File: src/hw/rtl/lzwd_pkg.sv
// shared types and constants of the lzss window decompressor
package lzwd_pkg;

  localparam int unsigned ByteW     = 8;
  localparam int unsigned DistW     = 12;
  localparam int unsigned LenCodeW  = 4;
  localparam int unsigned FlagCntW  = 4;
  localparam int unsigned CopyIdxW  = 5;
  localparam int unsigned QueueDepth = 4;
  localparam int unsigned QueuePtrW  = $clog2(QueueDepth);
  localparam int unsigned QueueCntW  = $clog2(QueueDepth + 1);

  localparam logic [FlagCntW-1:0] FlagsPerTag = FlagCntW'(8);
  localparam logic [CopyIdxW-1:0] LenBias     = CopyIdxW'(2);
  localparam logic [ByteW-1:0]    EndMarker   = '0;

  typedef enum logic [1:0] {
    PH_TAG,
    PH_ITEM,
    PH_DIST,
    PH_END
  } phase_e;

  typedef enum logic [1:0] {
    CMD_LIT,
    CMD_COPY,
    CMD_END
  } cmd_kind_e;

  typedef struct packed {
    cmd_kind_e             kind;
    logic [ByteW-1:0]      data;
    logic [LenCodeW-1:0]   len_code;
    logic [DistW-1:0]      distance;
  } cmd_t;

endpackage

File: src/hw/rtl/lzwd_queue.sv
// short command queue between parser and copy engine
module lzwd_queue
  import lzwd_pkg::*;
(
  input  logic  clk_i,
  input  logic  rst_ni,
  input  logic  push_i,
  input  cmd_t  cmd_i,
  output logic  full_o,
  output logic  valid_o,
  output cmd_t  head_o,
  input  logic  pop_i
);

  cmd_t                  entry_q [QueueDepth];
  logic [QueuePtrW-1:0]  wr_ptr_q, wr_ptr_d;
  logic [QueuePtrW-1:0]  rd_ptr_q, rd_ptr_d;
  logic [QueueCntW-1:0]  cnt_q, cnt_d;
  logic                  do_push, do_pop;

  assign full_o  = (cnt_q == QueueCntW'(QueueDepth));
  assign valid_o = (cnt_q != '0);
  assign head_o  = entry_q[rd_ptr_q];
  assign do_push = push_i && !full_o;
  assign do_pop  = pop_i && valid_o;

  always_comb begin
    wr_ptr_d = do_push ? wr_ptr_q + QueuePtrW'(1) : wr_ptr_q;
    rd_ptr_d = do_pop ? rd_ptr_q + QueuePtrW'(1) : rd_ptr_q;
    cnt_d    = cnt_q;
    if (do_push && !do_pop) cnt_d = cnt_q + QueueCntW'(1);
    else if (!do_push && do_pop) cnt_d = cnt_q - QueueCntW'(1);
  end

  always_ff @(posedge clk_i) begin
    if (do_push) entry_q[wr_ptr_q] <= cmd_i;
  end

  always_ff @(posedge clk_i or negedge rst_ni) begin
    if (!rst_ni) begin
      wr_ptr_q <= '0;
      rd_ptr_q <= '0;
      cnt_q    <= '0;
    end else begin
      wr_ptr_q <= wr_ptr_d;
      rd_ptr_q <= rd_ptr_d;
      cnt_q    <= cnt_d;
    end
  end

endmodule

File: config.mk
export PLATFORM = sky130hd
export DESIGN_NAME = lzwd_queue
export DESIGN_NICKNAME = d
export VERILOG_FILES = /design/src/hw/rtl/lzwd_pkg.sv /design/src/hw/rtl/lzwd_queue.sv
export SDC_FILE = /design/constraint.sdc
export NUM_CORES = 1
export LEC_CHECK = 0
export BUFFER_PORTS_ARGS = -buffer_cell sky130_fd_sc_hd__buf_2
export CAP_MARGIN = 15
export CORE_UTILIZATION = 35
export DETAILED_ROUTE_END_ITERATION = 8
export HOLD_SLACK_MARGIN = 0.06
export PLACE_DENSITY = 0.64
export SYNTH_ARGS = -nofsm -noshare
export SYNTH_HDL_FRONTEND = slang
export SYNTH_SLANG_ARGS = --single-unit
File: constraint.sdc
create_clock -name clk_i -period 2.7 [get_ports clk_i]
set_clock_uncertainty 0.15 [all_clocks]
set_input_delay 0.54 -clock clk_i [delete_from_list [all_inputs] [get_ports clk_i]]
set_output_delay 0.54 -clock clk_i [all_outputs]
set_load 0.02 [all_outputs]
## Yosys cells after proc, flatten, opt, wreduce, memory -nomap -nowiden

Memory sizes are Yosys's and may differ from the RTL's.
Cells that the tools add are included.

| cells by class | value |
|---|---|
| add/sub/neg operators | 4 |
| mux-type cells | 4 |
| reductions and logical operators | 9 |
| eq/ne operators | 1 |

Operator list:

| cell | count |
|---|---|
| $mux W3 | 2 |
| $add A2 B1 Y2 const B | 2 |
| $logic_and A1 B1 Y1 | 4 |
| $add A3 B1 Y3 const B | 1 |
| $eq A3 B3 Y1 const B | 1 |
| $logic_not A1 Y1 | 3 |
| $reduce_bool A3 Y1 | 1 |
| $sub A3 B1 Y3 const B | 1 |
| $mux W1 | 2 |
| $reduce_bool A2 Y1 | 1 |

| storage, ports and cells | value |
|---|---|
| output and inout bits | 28 |
| memories kept | 1 |
| bits in writable memories | 104 |
| logic and storage cells | 22 |
| flip-flop bits (word level) | 7 |

Memory list:

| name | depth | bits a word | rd ports | clocked after memory_dff | wr ports | RTL line | source |
|---|---|---|---|---|---|---|---|
| entry_q | 4 | 26 | 1 | 0 | 1 | lzwd_queue.sv:15 | `cmd_t entry_q [QueueDepth];` |

## Logic depth before layout (Yosys ltp)

| logic depth | value |
|---|---|
| depth after elaboration | 7 |
| depth in mapped cells | 9 |
| gate-level depth less buffers | 8 |

## Least setup slack after synthesis

No wires, ideal clock.

| timing path | value |
|---|---|
| kind | reg2reg |
| start | reg cnt_q[0] |
| end | reg cnt_q[2] |
| slack | 0.435 ns |
| cell stages (with the launch flop) | 9 |
| data arrival time | 2.036 ns |
| library setup time | 0.079 ns |
| period minus slack after synthesis | 2.265 ns |
| buffers on the path | 0 |
| path through | dfrtp_1 -> or3_1 -> nand2_1 -> ha_1 -> inv_1 -> fa_1 -> xor2_1 -> nor2_1 -> xor2_1 |

| on the way | value |
|---|---|
| elaborated cells on any way between the ends | 14 |

RTL lines:

| item | RTL line | source |
|---|---|---|
| from (decl) | lzwd_queue.sv:18 | `logic [QueueCntW-1:0] cnt_q, cnt_d;` |
| from (signal assigned) | lzwd_queue.sv:47 | `cnt_q <= cnt_d;` |
| $reduce_bool A3 Y1 * | lzwd_queue.sv:22 | `assign valid_o = (cnt_q != '0);` |
| via valid_o | lzwd_queue.sv:10 | `output logic valid_o,` |
| $logic_and A1 B1 Y1 * | lzwd_queue.sv:25 | `assign do_pop = pop_i && valid_o;` |
| $logic_not A1 Y1 | lzwd_queue.sv:31 | `if (do_push && !do_pop) cnt_d = cnt_q + QueueCntW'(1);` |
| $logic_and A1 B1 Y1 | lzwd_queue.sv:31 |  |
| $mux W3 or $reduce_bool A2 Y1 (tied branches) | n/a |  |

Mark *: on every way through the listed nets, which the timed path passes. The rest lies on a longest branch. The select of a mux whose other input is x is not followed.
A chain may end at the register's enable or synchronous reset.

==> summary.txt <==
Cells and area
  – ANT cells: 0
  – Multi-input logic area: 843.3 sq um
  – Area grow syn2layout: 19.72%
  – Layout cells sized above 1: 0.4268
  – Final #Nets: around 280
  – Register Area: 0.003299 sq mm
  – Fillers: 1017

Pwr
  – Leakage: roughly 1.8 nW
  – VDD IR max: 0.0004634 V
  – Pwr/cell area: 1109 mW/mm^2

Run status
  – Violated checks: DRC
  – Status: finished, violations left

Yosys
  – Proportion of synthesized chip area in sequential cells: 0.7803
  – Synth area leaders: edfxtp_1 74%, mux4_2 9.6%, mux4_1 5.0%
  – Most frequent cell after synthesis: edfxtp_1
  – Syn_nets: 207
  – Yosys Warn Count: 0
  – Top_reg_cell synth: edfxtp_1
  – Mapped Avg Cell Area: ~25 sq um
  – Async set-reset flop share out of synthesis: 0.06306
  – Post-synth top area cell: edfxtp_1
  – Post-synth top cells: 104 x edfxtp_1, 18 x mux4_2, 8 x mux4_1, 7 x dfrtp_1, 5 x ha_1
  – Synth cell types: 21
  – #FFs+latches synth: 111
  – Post-synth top area share: 0.7389
  – Mapped Cells: 171
  – Mapped cell area: 0.004227 sq mm
  – Post-synth EDFFs: 104

Clock tree
  – CTS Buf Count: 9
  – CTS tree: done
  – H-tree depth: 3
  – Clock Tree Buf Depth: 2
  – Worst-skew pair later-pin latency: between 0.3 and 0.4 ns
  – CTS clk-pin slew, worst paths: 0.07 ns
  – Clk root buf: clkbuf_16
  – CTS Sinks: 111
  – # Post-CTS Setup Buffers: 0

STA
  – Finish-stage setup viols: 0
  – Slew margin rel.: 0.7959
  – WHS: 0.2521 ns
  – Peak Freq: 392.9 MHz
  – Hold Fails Final Rpt: 0
  – Slew Viols, Final: 0
  – Unrepaired setup endpoints after global routing: no
  – Min Tclk post-route: 2.545 ns
  – Worst slew pin tran: slightly above 0.3 ns
  – Final TNS setup: 0 ns
  – Final worst path period share: 0.9427
  – Slack of the critical path: approximately 0.15 ns

GRT
  – Met2 GRT Util: 0.1954
  – Grt peak-use layer: met2
  – First-pass GRT wire length: 10980 microns
  – Vias in the first global route: roughly 2000
  – Initial antenna violation count: 0
  – Grt total ovfl: 0
  – Met3 Use GR: 0.04300
  – All-layer global routing usage: 0.1225
  – Largest net degree at the start of global routing: 23
  – Grt met1 use: 0.1500

Placed design
  – DP Worst Slack: 0.4583 ns
  – Post-DP HPWL: 4473 microns
  – Routability cong.: 0.6916
  – Port buffer count: 57

Critical path
  – Critical Path RT: 2.01 ns
  – Setup CP Type: flip-flop to output port
  – Setup crit start: rd_ptr_q[0]$_DFFE_PN0P_
  – CP Capture Type: output port
  – Reg2Reg Depth: 8
  – CP Data Arrival Time: 1.86 ns
  – R2R Path End: cnt_q[2]$_DFFE_PN0P_
  – Reg2reg start: cnt_q[0]$_DFFE_PN0P_
  – Worst Path Max Fanout: 8
  – R2R Setup Slk: 0.45 ns
  – Worst setup SP type: flip-flop

Route
  – Drc violations: 2
  – Vias per inst: 4.835
  – Avg WL per Cell: 17.78 microns
  – Initial DRC count: about 140
  – Final WL: ~6900 microns
  – DR pass1 iterations: 9
  – Antenna-violating nets left: 0
  – Via Count: 1881

Floorplan
  – I/O pin count: 58
  – Die ar.: approximately 0.013 sq mm
  – Die X: approximately 110 microns
  – Core Rows: 39
  – Die Span Y: 111.9 microns
  – Starting Density: 0.3639
  – Total core area: 0.01161 sq mm

Hold path
  – Hold path depth: 1
  – Hold Crit Start: cmd_i[23]
  – Worst min path class: input pin to flip-flop
  – WHS Endpoint: entry_q[0][23]$_DFFE_PP_

Flow run
  – Max Cap Viol: 0
[state kept, by name, indices dropped and copies added, names as in the netlist]
| register | flops |
|---|---|
| entry_q | 104 |
| cnt_q | 3 |
| rd_ptr_q | 2 |
| wr_ptr_q | 2 |
[per-stage QoR]
step	area [sq um]	util	total power (W)	std cells
after global placement	4753	0.4093	0.004359	372
after CTS	5060	0.4357	0.005706	389
after detailed placement	4753	0.4093	0.004390	372
after floorplan	4227	-	0.003776	171
final	5060	0.4357	0.005611	389
after global routing	5060	0.4357	0.005899	389
[how the worst max path moves through the flow]
stage	end	slack (ns)	cells after the start
final	head_o[23]	0.15	3
after CTS	head_o[23]	0.11	3
after floorplan	cnt_q[2]$_DFFE_PN0P_	0.43	8
after global placement	cnt_q[2]$_DFFE_PN0P_	0.48	8
after detailed placement	cnt_q[2]$_DFFE_PN0P_	0.46	8
after global routing	head_o[23]	0.07	3
[where the power goes]
| group | internal, W | total [W] | switching [W] |
|---|---|---|---|
| Sequential | 0.00228 | 0.00243 | 0.000148 |
| Clock | 0.000725 | 0.00132 | 0.000591 |
| Combinational | 0.000847 | 0.00186 | 0.00101 |
[repair_timing]
action | 4_1_cts | 5_1_grt
endpoints found under the hold margin | 7 | 0
hold buffers | 1 | 0
gates resized for setup | 0 | 0
[final cells by class]
type | instances | share of cell area
sequential | 111 | 0.6521
multi-input combinational | 50 | 0.1667
timing repair buffer | 66 | 0.08506
clock buffer | 10 | 0.04525
tap | 143 | 0.03536
clock inverter | 6 | 0.01335
inverter | 3 | 0.002226
[cells in the final DEF, fill, tap and decap left out, drive strengths merged, types with 4 or more instances in the layout]
cell type,count
edfxtp,104
buf,65
mux4,26
clkbuf,10
dfrtp,7
ha,5
inv,5
xnor2,4
and2,4
[cells by family (layout without fill, tap and decap cells)]
logic type | after synthesis | in the layout | share of synthesized area
XOR/XNOR | 6 | 6 | 0.01243
adder cells (fa/ha/maj) | 6 | 6 | 0.01954
buffers and inverters | 10 | 85 | 0.02102
flip-flops | 111 | 111 | 0.7803
multiplexers | 28 | 28 | 0.1519
AND/OR/NAND/NOR | 10 | 10 | 0.01480
[worst max-delay path: stages (launching register included)]
cell and delay, ns:
dfrtp_2 0.51, buf_4 0.24, mux4_1 0.57, buf_2 0.18
[metal layers]
metal / vias up / part of all wire / wire length, microns
met2: 44 / 0.50 / 3456
met5: - / 0 / 0
met3: 9 / 0.052 / 358
met1: 978 / 0.43 / 2987
li1: 850 / - / -
met4: 0 / 0.016 / 112
Note: power is estimated with default switching activity, not from simulation.
