==> src/hw/rtl/lzwd_pkg.sv <==
// shared types and constants of the lzss window decompressor
package lzwd_pkg;

  localparam int unsigned ByteW     = 8;
  localparam int unsigned DistW     = 12;
  localparam int unsigned LenCodeW  = 4;
  localparam int unsigned FlagCntW  = 4;
  localparam int unsigned CopyIdxW  = 5;
  localparam int unsigned QueueDepth = 4;
  localparam int unsigned QueuePtrW  = $clog2(QueueDepth);
  localparam int unsigned QueueCntW  = $clog2(QueueDepth + 1);

  localparam logic [FlagCntW-1:0] FlagsPerTag = FlagCntW'(8);
  localparam logic [CopyIdxW-1:0] LenBias     = CopyIdxW'(2);
  localparam logic [ByteW-1:0]    EndMarker   = '0;

  typedef enum logic [1:0] {
    PH_TAG,
    PH_ITEM,
    PH_DIST,
    PH_END
  } phase_e;

  typedef enum logic [1:0] {
    CMD_LIT,
    CMD_COPY,
    CMD_END
  } cmd_kind_e;

  typedef struct packed {
    cmd_kind_e             kind;
    logic [ByteW-1:0]      data;
    logic [LenCodeW-1:0]   len_code;
    logic [DistW-1:0]      distance;
  } cmd_t;

endpackage

==> src/hw/rtl/lzwd_if.sv <==
// request channels of the lzss window decompressor
interface lzwd_in_if;
  logic       valid;
  logic       ready;
  logic [7:0] in_byte;

  modport source (output valid, output in_byte, input ready);
  modport sink (input valid, input in_byte, output ready);
endinterface


==> src/hw/rtl/lzwd_front.sv <==
// stream parser: tag flags, literals, match control and end marker
module lzwd_front
  import lzwd_pkg::*;
(
  input  logic      clk_i,
  input  logic      rst_ni,
  input  logic      hold_i,
  lzwd_in_if.sink   in_i,
  input  logic      q_full_i,
  output logic      q_push_o,
  output cmd_t      q_cmd_o
);

  phase_e               phase_q, phase_d;
  logic [ByteW-1:0]     flag_bits_q, flag_bits_d;
  logic [FlagCntW-1:0]  flags_left_q, flags_left_d;
  logic [ByteW-1:0]     held_q, held_d;
  logic                 accept;
  logic [ByteW-1:0]     b;
  logic [FlagCntW-1:0]  left_dec;

  assign in_i.ready = !hold_i && !q_full_i;
  assign accept     = in_i.valid && in_i.ready;
  assign b          = in_i.in_byte;
  assign left_dec   = flags_left_q - FlagCntW'(1);

  // next state
  always_comb begin
    phase_d      = phase_q;
    flag_bits_d  = flag_bits_q;
    flags_left_d = flags_left_q;
    held_d       = held_q;
    if (accept) begin
      unique case (phase_q)
        PH_TAG: begin
          flag_bits_d  = b;
          flags_left_d = FlagsPerTag;
          phase_d      = PH_ITEM;
        end
        PH_ITEM: begin
          flag_bits_d  = {flag_bits_q[ByteW-2:0], 1'b0};
          flags_left_d = left_dec;
          if (!flag_bits_q[ByteW-1]) begin
            phase_d = (left_dec == '0) ? PH_TAG : PH_ITEM;
          end else if (b == EndMarker) begin
            phase_d = PH_END;
          end else begin
            held_d  = b;
            phase_d = PH_DIST;
          end
        end
        PH_DIST: begin
          phase_d = (flags_left_q == '0) ? PH_TAG : PH_ITEM;
        end
        PH_END: begin
          phase_d = PH_END;
        end
        default: phase_d = PH_TAG;
      endcase
    end
  end

  // command to the back end
  always_comb begin
    q_push_o          = 1'b0;
    q_cmd_o.kind      = CMD_LIT;
    q_cmd_o.data      = b;
    q_cmd_o.len_code  = held_q[LenCodeW-1:0];
    q_cmd_o.distance  = {held_q[ByteW-1:LenCodeW], b};
    unique case (phase_q)
      PH_ITEM: begin
        q_push_o = accept && (!flag_bits_q[ByteW-1] || b == EndMarker);
        if (flag_bits_q[ByteW-1]) q_cmd_o.kind = CMD_END;
      end
      PH_DIST: begin
        q_push_o     = accept;
        q_cmd_o.kind = CMD_COPY;
      end
      PH_TAG, PH_END: q_push_o = 1'b0;
      default: q_push_o = 1'b0;
    endcase
  end

  always_ff @(posedge clk_i or negedge rst_ni) begin
    if (!rst_ni) begin
      phase_q      <= PH_TAG;
      flag_bits_q  <= '0;
      flags_left_q <= '0;
      held_q       <= '0;
    end else begin
      phase_q      <= phase_d;
      flag_bits_q  <= flag_bits_d;
      flags_left_q <= flags_left_d;
      held_q       <= held_d;
    end
  end

endmodule

==> src/flat_wrapper.sv <==
// flat-port wrapper written by rule: the top's interface ports become plain ports
module lzwd_front_flat import lzwd_pkg::*;
  (clk_i, rst_ni, hold_i, q_full_i, q_push_o, q_cmd_o, in_i_valid, in_i_in_byte, in_i_ready);
  lzwd_in_if in_i_i ();
  input  logic clk_i;
  input  logic rst_ni;
  input  logic hold_i;
  input  logic q_full_i;
  output logic q_push_o;
  output cmd_t q_cmd_o;
  input wire logic [$bits(in_i_i.valid)-1:0] in_i_valid;
  input wire logic [$bits(in_i_i.in_byte)-1:0] in_i_in_byte;
  output wire logic [$bits(in_i_i.ready)-1:0] in_i_ready;
  assign in_i_i.valid = in_i_valid;
  assign in_i_i.in_byte = in_i_in_byte;
  assign in_i_ready = in_i_i.ready;
  lzwd_front u_core (.clk_i(clk_i), .rst_ni(rst_ni), .hold_i(hold_i), .in_i(in_i_i), .q_full_i(q_full_i), .q_push_o(q_push_o), .q_cmd_o(q_cmd_o));
endmodule
==> config.mk <==
export PLATFORM = sky130hd
export DESIGN_NAME = lzwd_front_flat
export DESIGN_NICKNAME = d
export VERILOG_FILES = /design/src/hw/rtl/lzwd_pkg.sv /design/src/hw/rtl/lzwd_if.sv /design/src/hw/rtl/lzwd_front.sv /design/src/flat_wrapper.sv
export SDC_FILE = /design/constraint.sdc
export NUM_CORES = 1
export LEC_CHECK = 0
export BUFFER_PORTS_ARGS = -buffer_cell sky130_fd_sc_hd__buf_2
export CORE_MARGIN = 1.5
export CORE_UTILIZATION = 25
export CTS_CLUSTER_DIAMETER = 200
export DETAILED_ROUTE_END_ITERATION = 6
export GPL_TIMING_DRIVEN = 0
export PLACE_DENSITY = 0.46
export SYNTH_ARGS = -nofsm -noshare
export SYNTH_HDL_FRONTEND = slang
export SYNTH_SLANG_ARGS = --single-unit
export TNS_END_PERCENT = 100
==> constraint.sdc <==
create_clock -name clk_i -period 3.22 [get_ports clk_i]
set_input_delay 0.161 -clock clk_i [delete_from_list [all_inputs] [get_ports clk_i]]
set_output_delay 0.161 -clock clk_i [all_outputs]
set_load 0.01 [all_outputs]
---- Yosys cells after proc, flatten, opt, wreduce, memory -nomap -nowiden ----
Cells that the tools add are included.
storage, ports and cells
  input port bits ......................... 13
  word-level logic and storage cells ...... 34
  register bits after elaboration ......... 22
  output and inout bits ................... 28
cells by class
  multiplexer cells ....................... 10
  bitwise operators ....................... 1
  reductions and logical operators ........ 15
  equality and inequality tests ........... 3
  add/sub/neg operators ................... 1
operators with widths
  kind                                              number
  one-hot mux 8 bit (2 select lines)                1
  zero test 4 bit                                   2
  zero test 8 bit                                   1
  one-hot mux 2 bit (4 select lines)                1
  one-hot mux 4 bit (2 select lines)                1
  == test 2 bit, second input constant              2
  two-way mux 2 bit                                 2
  one-hot mux 2 bit (2 select lines)                1
  AND reduction 4 bit                               1
  subtractor 4 x 1 -> 4 bit, second input constant  1
  logical AND 1 bit                                 3
  zero test 1 bit                                   3
  two-way mux 1 bit                                 3
  one-hot mux 1 bit (3 select lines)                1
  == test 2 x 1 -> 1 bit, second input constant     1
  zero test 2 bit                                   1
  AND reduction 2 bit                               1
  nonzero test 2 bit                                1
  OR reduction 2 bit                                1
  logical OR 1 bit                                  1
  NOT 1 bit                                         1

---- Depth between registers and ports, before layout ----
  word-level depth ........................ 5
  depth in mapped cells ................... 7
  depth with buffers taken out ............ 6

---- Least setup slack after synthesis ----
No wires, ideal clock.
  path type ............................... register to output
  start ................................... reg u_core.phase_q[1]
  end ..................................... out q_push_o
  path buffers ............................ 2
  required time ........................... 3059 ps
  path slack .............................. 1386 ps
  stages on the path, launching flop included .. 7
  data arrival time ....................... 1673 ps
  cells stage by stage .................... dfrtp_1 inv_1 ha_1 clkbuf_1 clkbuf_1 nor2_1 a211oi_1
between the ends
  cells in the longest elaborated chain, start to end .. 3
  elaborated cells between the ends (all ways) .. 6
  those cells by class .................... eq/ne (3); mux (1); reduce/logical (2)
RTL lines
  what                                                     RTL line           text
  start, declared                                          lzwd_front.sv:14   phase_e phase_q, phase_d;
  start signal, assigned                                   lzwd_front.sv:91   phase_q <= phase_d;
  == test 2 bit / zero test 2 bit (equally long branches)  lzwd_front.sv:70   unique case (phase_q)
  OR reduction 2 bit                                       lzwd_front.sv:70
  one-hot mux 1 bit (3 select lines) *                     lzwd_front.sv:70
  end, declared                                            flat_wrapper.sv:9  output logic q_push_o;
Mark *: on every way between the ends. The rest lies on a longest branch, timed or not.

---- Worst setup path in the final report ----
Same ends and word-level chain as after synthesis.

==> run metrics <==
outcome=completed; worst skew pair latency=~0.26 ns; maximum clock frequency=395.3 MHz; Die H=around 75 um; CP required=3.06 ns; Worst EP arrival=between 2 and 2.5 ns; TritonCTS Buffers=3; io pins=a little over 40; R2R setup slack=roughly 1.1 ns; Startpoint Class=register; final total power=between 1 and 1.5 mW; initial antenna violation count=0; top cells by area, synth=dfrtp_1, buf_4, mux2_4; Setup Fix Bufs, Post-CTS=0; main flop type after synthesis=dfrtp_1; Port-buffer cells=40; Root Buffer=clkbuf_8; top cells by count, synth=dfrtp_1, buf_4, nand2_1, o21ai_0; pwr/cell area=between 700 and 800 mW/mm2; top sig layer=met4; Total GRT Usage=between 10% and 20%; Peak VDD IR=around 310 uV; cts hold-fix bufs=1; top-count cell post-synth=dfrtp_1; area grow syn2layout=27.01%; crit-path cells=inv_1, ha_1, clkbuf_1, clkbuf_1, nor2_1, a211oi_1, buf_2; critical path type=reg -> out; gp weighted congestion=between 0.8 and 0.9; H-tree levels=1; first-pass GRT wire length=roughly 4800 um; Die W=75.29 um; Netlist cell types=28; worst-margin pin slew=0.5620 ns; DIE AREA=between 0.005 and 0.006 mm2; Met3 Wirelength=between 80 and 90 um; RSZ-0062 raised after global routing=false; final net count=between 150 and 200; First DRT Iteration DRCs=44; Mapped Cells=between 100 and 150; Hold Fails Final Rpt=0; min Tclk post-route=between 2 and 3 ns; CTS tree=yes; DRT antenna net count=0; Hold/Removal Path Class=in -> reg; final setup violation count=0; ANT cells=0; Rows=26; DRC errors left=0; fin crit share=about four fifths; Worst path slowest cell=clkbuf_1; Most common cell on crit path=clkbuf_1; total of max-cap violations=0; Post-Synthesis Net Count=145; Syn Area/Cell=about 10 um2; Met1 Routed Length=~1300 um; CTS sink cnt=22; Core Area=slightly above 0.005 mm2; deepest clock path buffer count=2; Synth Register Bits=22; Avg WL per Cell=~12 um; Leakage=0.8395 nW; GR Overflow Total=0; Max stage delay on crit path=0.47 ns; First-pass DRT Iterations=4; Clock transition at path regs=around 0.080 ns; TNS Setup=0 ns; FILL cells=between 500 and 600; share of the synthesized area in the top cell type=between 40% and 50%; CP max FO=10; Crit. End Element=output port; post-synthesis async set-or-reset flop share=100.0%; CTS resizes=0; Synth area leader=dfrtp_1; Post-Route WL=2983 um; proportion of layout cells with a drive suffix above 1=a little over two fifths; Vias/cell=approximately 4.3; Setup Skew=around 0.0043 ns; DR vias=1,029; Max Slew Vio Count=0; Post-synth EDFFs=0; pin count of the biggest net entering global routing=23; Ys Warns=0; Syn Std Cell Area=roughly 0.0013 mm2; initial core utilization=between 20% and 30%; Max transition margin=~62%; number of global-route vias before repair=between 1,000 and 1,500; register area share after synthesis=between 40 and 50%; met2 WL=1550 um; half-perimeter wire length after placement=around 2200 um
-- layout by cell type, fill, tap and decap left out, drive strengths merged --
cell type	instances
a2111oi	1
a211oi	1
a21oi	2
a22o	2
a31oi	1
and3	1
buf	56
clkbuf	7
dfrtp	22
dlygate4sd3	1
ha	7
inv	4
mux2	8
mux2i	8
nand2	15
nand3	2
nor2	6
nor2b	3
nor3	1
nor3b	2
nor4bb	1
o21ai	14
o21bai	1
o32ai	1
or3	1
or4	2
-- power by group --
part	switching (mW)	leakage (nW)	internal (mW)
combinational	0.295	0.536	0.287
sequential	0.104	0.275	0.404
clock	0.0924	0.0288	0.109
total	0.491	0.840	0.799
-- cell type report --
class / count / area [um2] / area share, %
Buffer: 19 / 131.4 / 7.919
Timing Repair Buffer: 41 / 210.2 / 12.67
Clock buffer: 4 / 55.05 / 3.318
Tap cell: 70 / 87.58 / 5.279
Inverter: 4 / 15.01 / 0.9050
Sequential cell: 22 / 550.5 / 33.18
Multi-Input combinational cell: 80 / 609.3 / 36.73
-- metal layers --
| metal | up-vias | track usage (%) |
|---|---|---|
| met5 | - | 0 |
| met4 | 0 | 4.365 |
| met3 | 2 | 1.606 |
| met2 | 28 | 19.88 |
| met1 | 493 | 13.70 |
| li1 | 506 | - |
-- critical path, delay by kind of cell, from the launching register on --
family          cells  cell delay, ns
flops               1            0.41
buf+inv             4            1.17
fa+ha+maj           1            0.17
compound gates      1            0.28
simple gates        1            0.08
-- flip-flops by register name, summed over array words and instances, names as in the netlist --
signal and cells:
u_core.held_q 8, u_core.phase_q 2, u_core.flags_left_q 4, u_core.flag_bits_q 8
-- metrics by stage --
step	util [%]	cell area [um2]	setup WS (ns)	instances	hold slack (ns)
after global placement	31.41	1594	1.113	235	0.1654
after global routing	32.69	1659	0.5318	240	0.1915
final	32.69	1659	0.6906	240	0.1890
after floorplan	-	1306	1.386	125	-0.1346
after CTS	32.69	1659	0.7272	240	0.1929
after detailed placement	31.41	1594	1.022	235	0.1733
-- kinds of logic (layout without fill, tap and decap cells) --
logic type / count (synthesis) / count (layout) / synth area share, %
AND/OR/NAND/NOR: 34 / 34 / 14.18
AO/OA/AOI/OAI: 23 / 23 / 10.44
buffers and inverters: 23 / 68 / 11.21
flip-flops: 22 / 22 / 42.15
multiplexers: 16 / 16 / 15.33
adder cells (fa/ha/maj): 7 / 7 / 6.705
-- path summary, 6_finish.rpt --
| check | to | cells after the start | startpoint |
|---|---|---|---|
| worst max-delay path | q_push_o | 7 | u_core.phase_q[1]$_DFFE_PN0P_ |
| max in group asynchronous | u_core.flag_bits_q[3]$_DFFE_PN0P_ | 2 | rst_ni |
| worst max register to register | u_core.flag_bits_q[4]$_DFFE_PN0P_ | 6 | u_core.phase_q[1]$_DFFE_PN0P_ |
| worst min register to register | u_core.flag_bits_q[5]$_DFFE_PN0P_ | 2 | u_core.flag_bits_q[5]$_DFFE_PN0P_ |
| worst min-delay path | u_core.held_q[1]$_DFFE_PN0P_ | 2 | in_i_in_byte[1] |
| min in group asynchronous | u_core.held_q[1]$_DFFE_PN0P_ | 2 | rst_ni |
(Power assumes the default switching activity.)
